File: src/rtl/core/bti_pkg.sv
`default_nettype none
package bti_pkg;

   localparam int DATA_W    = 32;
   localparam int SIZE_W    = 7;
   localparam int IDX_W     = 7;
   localparam int ENTRY_W   = 12;
   localparam int CSR_IDX_W = 3;

   typedef enum logic {
      MODE_LOAD  = 1'b0,
      MODE_QUERY = 1'b1
   } mode_type;

   typedef enum logic [CSR_IDX_W-1:0] {
      CSR_PAR_MIN   = 3'd0,
      CSR_PERP_MIN  = 3'd1,
      CSR_PAR_INV   = 3'd2,
      CSR_PERP_INV  = 3'd3,
      CSR_PAR_SIZE  = 3'd4,
      CSR_PERP_SIZE = 3'd5,
      CSR_SEPARABLE = 3'd6
   } csr_index_type;

   typedef struct packed {
      mode_type                   mode;
      logic [ENTRY_W-1:0]         entry_index;
      logic [DATA_W-1:0]          entry_value;
      logic signed [DATA_W-1:0]   par_coord;
      logic signed [DATA_W-1:0]   perp_coord;
   } req_type;

   typedef struct packed {
      logic [DATA_W-1:0] interp_value;
      logic              in_grid;
   } rsp_type;

   // Table lookup request: cell indices and addressing mode.
   typedef struct packed {
      logic              sep;
      logic [IDX_W-1:0]  par_idx;
      logic [IDX_W-1:0]  perp_idx;
      logic [SIZE_W-1:0] par_n;
   } lookup_type;

   // Two neighbor pairs, each ordered lower address first.
   typedef struct packed {
      logic [DATA_W-1:0] a_lo;
      logic [DATA_W-1:0] a_hi;
      logic [DATA_W-1:0] b_lo;
      logic [DATA_W-1:0] b_hi;
   } table_words_type;

endpackage
`default_nettype wire

File: src/rtl/core/bti_axis.sv
`default_nettype none
module bti_axis
   import bti_pkg::*;
#(
   parameter int FRAC_BITS = 16
) (
   input  logic                     clock,
   input  logic signed [DATA_W-1:0] coord,
   input  logic [DATA_W-1:0]        axis_min,
   input  logic [DATA_W-1:0]        inv_step,
   input  logic [SIZE_W-1:0]        size_n,
   output logic                     ok,
   output logic [IDX_W-1:0]         idx,
   output logic [FRAC_BITS-1:0]     frac
);

   localparam int PROD_W = 2 * DATA_W;
   localparam int CELL_W = PROD_W - 2 * FRAC_BITS;

   logic [DATA_W:0]        diff_in, diff_ff;
   logic [PROD_W-1:0]      prod_in, prod_ff;
   logic                   neg_ff;
   logic [CELL_W-1:0]      grid_pos;
   logic                   ok_in, ok_ff;
   logic [IDX_W-1:0]       idx_ff;
   logic [FRAC_BITS-1:0]   frac_ff;

   assign diff_in = {coord[DATA_W-1], coord} - {axis_min[DATA_W-1], axis_min};
   assign prod_in = diff_ff[DATA_W-1:0] * inv_step;

   assign grid_pos = prod_ff[PROD_W-1:2*FRAC_BITS];
   // upper neighbor must exist: cell index at most size-2
   assign ok_in = !neg_ff && (size_n >= SIZE_W'(2)) &&
                  (grid_pos <= CELL_W'(size_n - SIZE_W'(2)));

   always_ff @(posedge clock) begin
      diff_ff <= diff_in;
      neg_ff  <= diff_ff[DATA_W];
      prod_ff <= prod_in;
      ok_ff   <= ok_in;
      idx_ff  <= grid_pos[IDX_W-1:0];
      frac_ff <= prod_ff[2*FRAC_BITS-1:FRAC_BITS];
   end

   assign ok   = ok_ff;
   assign idx  = idx_ff;
   assign frac = frac_ff;

endmodule
`default_nettype wire

File: config.mk
export PLATFORM = sky130hd
export DESIGN_NAME = bti_axis
export DESIGN_NICKNAME = d
export VERILOG_FILES = /design/src/rtl/core/bti_pkg.sv /design/src/rtl/core/bti_axis.sv
export SDC_FILE = /design/constraint.sdc
export NUM_CORES = 2
export LEC_CHECK = 0
export BUFFER_PORTS_ARGS = -buffer_cell sky130_fd_sc_hd__buf_2
export CAP_MARGIN = 20
export CORE_ASPECT_RATIO = 1.75
export CORE_UTILIZATION = 24
export CTS_CLUSTER_SIZE = 30
export DETAILED_ROUTE_END_ITERATION = 8
export PLACE_DENSITY = 0.34
export SYNTH_ARGS = -nofsm -noshare
export SYNTH_HDL_FRONTEND = slang
export SYNTH_SLANG_ARGS = --single-unit
export TNS_END_PERCENT = 20
File: constraint.sdc
create_clock -name clock -period 9.5 [get_ports clock]
set_clock_uncertainty 0.2 [all_clocks]
set_input_delay 1.425 -clock clock [delete_from_list [all_inputs] [get_ports clock]]
set_output_delay 1.425 -clock clock [all_outputs]
set_load 0.01 [all_outputs]
Yosys cells after proc, flatten, opt, wreduce, memory -nomap -nowiden
Index checks and enable logic that the tools add are counted.
{ "word_totals": {"register_bits": 122, "in_bits": 104, "output_inout_bits": 24, "elab_cells": 14} }
{ "classes": {"addsub": 2, "mul": 1, "order_cmp": 2, "reduce_logical": 3} }
{ "ops": {"columns": ["operator", "n"], "rows": [
  ["$mul 32x32->64", 1],
  ["$sub 32x32->33", 1],
  ["$le 32x32->1", 1],
  ["$sub 7x2->8 const B", 1],
  ["$ge 7x2->1 const B", 1],
  ["$logic_and 1x1->1", 2],
  ["$logic_not 1->1", 1]
]} }

Longest topological paths before layout
{ "logic_depth": {"word_depth": 3, "mapped_depth": 29, "ltp_nobuf": 27} }

Worst setup path after synthesis
OpenSTA, ideal clock, no wires.
{ "synth_path": {"path_type": "input-to-reg", "startpoint": "input port inv_step[9]", "endpoint": "register prod_ff[62]", "setup_time_ns": 0.095, "t_arrival_ns": 8.184, "required_ns": 9.205, "path_slack_ns": 1.021, "cell_stages": 25, "path_buffers": 2, "cell_sequence": "clkbuf_1 and2_1 fa_1 fa_1 inv_1 fa_1 fa_1 inv_1 fa_1 fa_1 fa_1 inv_1 fa_1 inv_1 ha_1 clkbuf_1 nand2_1 nor3_1 nand4_1 o21bai_2 a2111oi_4 nor2_1 o31a_1 o31a_1 o311ai_1"} }
{ "synth_via": {"elab_chain_cells": 1} }
{ "synth_lines": {"columns": ["element", "line_no", "text"], "rows": [
  ["start, declared", "bti_axis.sv:10", "input logic [DATA_W-1:0] inv_step,"],
  ["$mul 32x32->64", "bti_axis.sv:29", "assign prod_in = diff_ff[DATA_W-1:0] * inv_step;"],
  ["named net prod_in[62]", "bti_axis.sv:21", "logic [PROD_W-1:0] prod_in, prod_ff;"],
  ["end signal, assigned", "bti_axis.sv:39", "prod_ff <= prod_in;"],
  ["end, declared", "bti_axis.sv:21", null]
]} }
The timed path passes the listed nets, and every way through them passes these cells.

Worst setup path in the final report
{ "layout_path": {"startpoint": "input port inv_step[8]", "endpoint": "register prod_ff[53]"} }
The elaborated chain is that of the path after synthesis.

==> impl_metrics.json <==
{
  "status": "complete, but fails checks",
  "violations": "DRC",
  "critPathMostFrequentCell": "fa_1",
  "arrival_ns": 9.23,
  "die_x_um": 301,
  "endpoint_kind": "flip-flop",
  "drc": 12,
  "grt_pass1_wl_mm": 197,
  "async_reset_ff_frac": 0,
  "multiInputGateArea_um2": 31200,
  "avgSynthCellArea_um2": 9.12,
  "ys_seq_elements": 106,
  "root_buffer": "clkbuf_16",
  "seq_area_frac_synth": 0.0565,
  "ys.flop_type": "dfxtp_1",
  "rsz0062_at_grt": "false",
  "hold_buffers": 0,
  "via_per_inst": 4.35,
  "die-area_um2": 158000,
  "drive_above_1_share": 0.0662,
  "syn_nets": 5443,
  "path_cells": "buf_2 > nand2_1 > fa_1 > inv_1 > fa_1 > inv_1 > fa_1 > inv_1 > fa_1 > fa_1 > fa_1 > fa_1 > fa_1 > ha_1 > nand4_1 > or2_2 > a2111oi_1 > buf_4 > o311ai_1 > buf_4 > a22o_1 > o21bai_1 > a21oi_1 > xnor2_1",
  "hpwl_mm": 116,
  "grt-ovfl-total": 0,
  "cts_resized": 0,
  "row_count": 191,
  "setup_violations": 0,
  "drtIter0Drc": 966,
  "grt_pass1_vias": 31500,
  "hold_class": "reg -> reg",
  "cp-start-kind": "input pin",
  "io_pins": 128,
  "synth_area_leader_cell": "fa_1",
  "core_um2": 155000,
  "hold_viol_final": 0,
  "start_util": 0.242,
  "area_growth_pct": 9.67,
  "numCtsBuffers": 9,
  "vias": 26900,
  "worst_slack_ns": 0.315,
  "cp_slowest_cell": "a2111oi_1",
  "syn_inst": 4118,
  "drv_slew": 0,
  "utilization": 0.266,
  "fmax_mhz": 109,
  "cts_tree": "built",
  "preCtsSetupSlack_ns": -0.0879,
  "clock_latency_ns": 0.36,
  "setup_tns_ns": 0,
  "synth_edf_count": 0,
  "crit_required_ns": 9.55,
  "path_max_fanout": 24,
  "dr.pass1.iters": 7,
  "cts-htree-levels": 3,
  "slew_headroom": 0.331,
  "die_y_um": 525,
  "fin_crit_sh": 0.967,
  "synth_cell_type_count": 66,
  "max_stage_delay_ns": 0.64,
  "grt_max_degree": 33,
  "crit_family": "adder cells",
  "path_class": "in -> reg",
  "cts_sinks": 106,
  "fillerInstances": 16800,
  "synth_commonest_cells": "925 x inv_1, 896 x fa_1, 581 x and2_1",
  "cp_num_buf_inv": 6,
  "layout.area.seq_um2": 2120,
  "yosys-top-cells-area": "fa_1 48%, ha_1 11%, and2_1 9.7%, inv_1 9.2%, dfxtp_1 5.7%",
  "cts_buffer_depth": 2,
  "ys_warn_count": 0,
  "grt_usage": 0.170,
  "tightest_slew_ns": 1.00,
  "gp_congestion": 0.821,
  "ant_nets": 0,
  "synth.cell_area_um2": 37600,
  "layout_min_cycle_time_ns": 9.19,
  "cts_setup_buffers": 0,
  "path_clk_slew_ns": 0.07,
  "routedWlPerCell_um": 21.1,
  "io_buffers": 127,
  "synth_top_area_frac": 0.478,
  "nNetsFinal": 5487,
  "synth_most_common_cell": "inv_1",
  "routed_wirelength_mm": 131,
  "antenna_found_initial": 4,
  "maxCapViolations": 0
}
[path summary, 6_finish.rpt]
path / endpoint / from / cells after the start / slack [ns]
worst max register to register: prod_ff[53]$_DFF_P_ / diff_ff[12]$_DFF_P_ / 24 / 0.68
worst min register to register: frac[1]$_DFF_P_ / prod_ff[17]$_DFF_P_ / 0 / 0.13
worst min-delay path: frac[1]$_DFF_P_ / prod_ff[17]$_DFF_P_ / 0 / 0.13
worst max-delay path: prod_ff[53]$_DFF_P_ / inv_step[8] / 24 / 0.31
[registers in the layout (all words and copies together) (netlist names)]
register and cells:
ok 1, neg_ff 1, frac 16, idx 7, diff_ff 33, prod_ff 48
[per-layer routing]
layer  GRT usage  up-vias  share of wire
met3     0.00810      118          0.012
met2       0.382      275           0.65
li1            -    12200              -
met1       0.151    14300           0.30
met5           0        -              0
met4      0.0514        0          0.034
[layout make-up]
type                       instances  share of cell area
multi-input combinational       2876               0.757
timing repair buffer             244              0.0385
tap                             2026              0.0615
sequential                       106              0.0516
antenna                            3            0.000182
inverter                         925              0.0843
clock buffer                      12             0.00598
clock inverter                     4             0.00125
[cells by family after synthesis]
| group | Yosys count | share of synthesized area |
|---|---|---|
| simple gates | 1277 | 0.173 |
| fa+ha+maj | 1221 | 0.586 |
| buf+inv | 1136 | 0.114 |
| compound gates | 299 | 0.0525 |
| flops | 106 | 0.0565 |
| xor+xnor | 78 | 0.0182 |
| mux | 1 | 0.000267 |
[through the flow]
step                      cells  instance area (µm²)  hold WS, ns
after CTS                  6193                41200        0.132
after global placement     6176                40900        0.112
after global routing       6193                41200        0.135
after detailed placement   6177                40900        0.114
after floorplan            4118                37600        0.110
final                      6196                41200        0.129
[layout by cell type, fill, tap and decap left out, types with 71 or more instances in the layout]
| cell | n |
|---|---|
| a21oi_1 | 103 |
| and2_1 | 581 |
| buf_2 | 127 |
| buf_4 | 112 |
| dfxtp_1 | 104 |
| fa_1 | 896 |
| ha_1 | 325 |
| inv_1 | 925 |
| nand2_1 | 518 |
| nor2_1 | 71 |
Power is left out: the tool's default activity adds up to more than one toggle a clock period on the data nets, which glitch-free logic cannot reach.
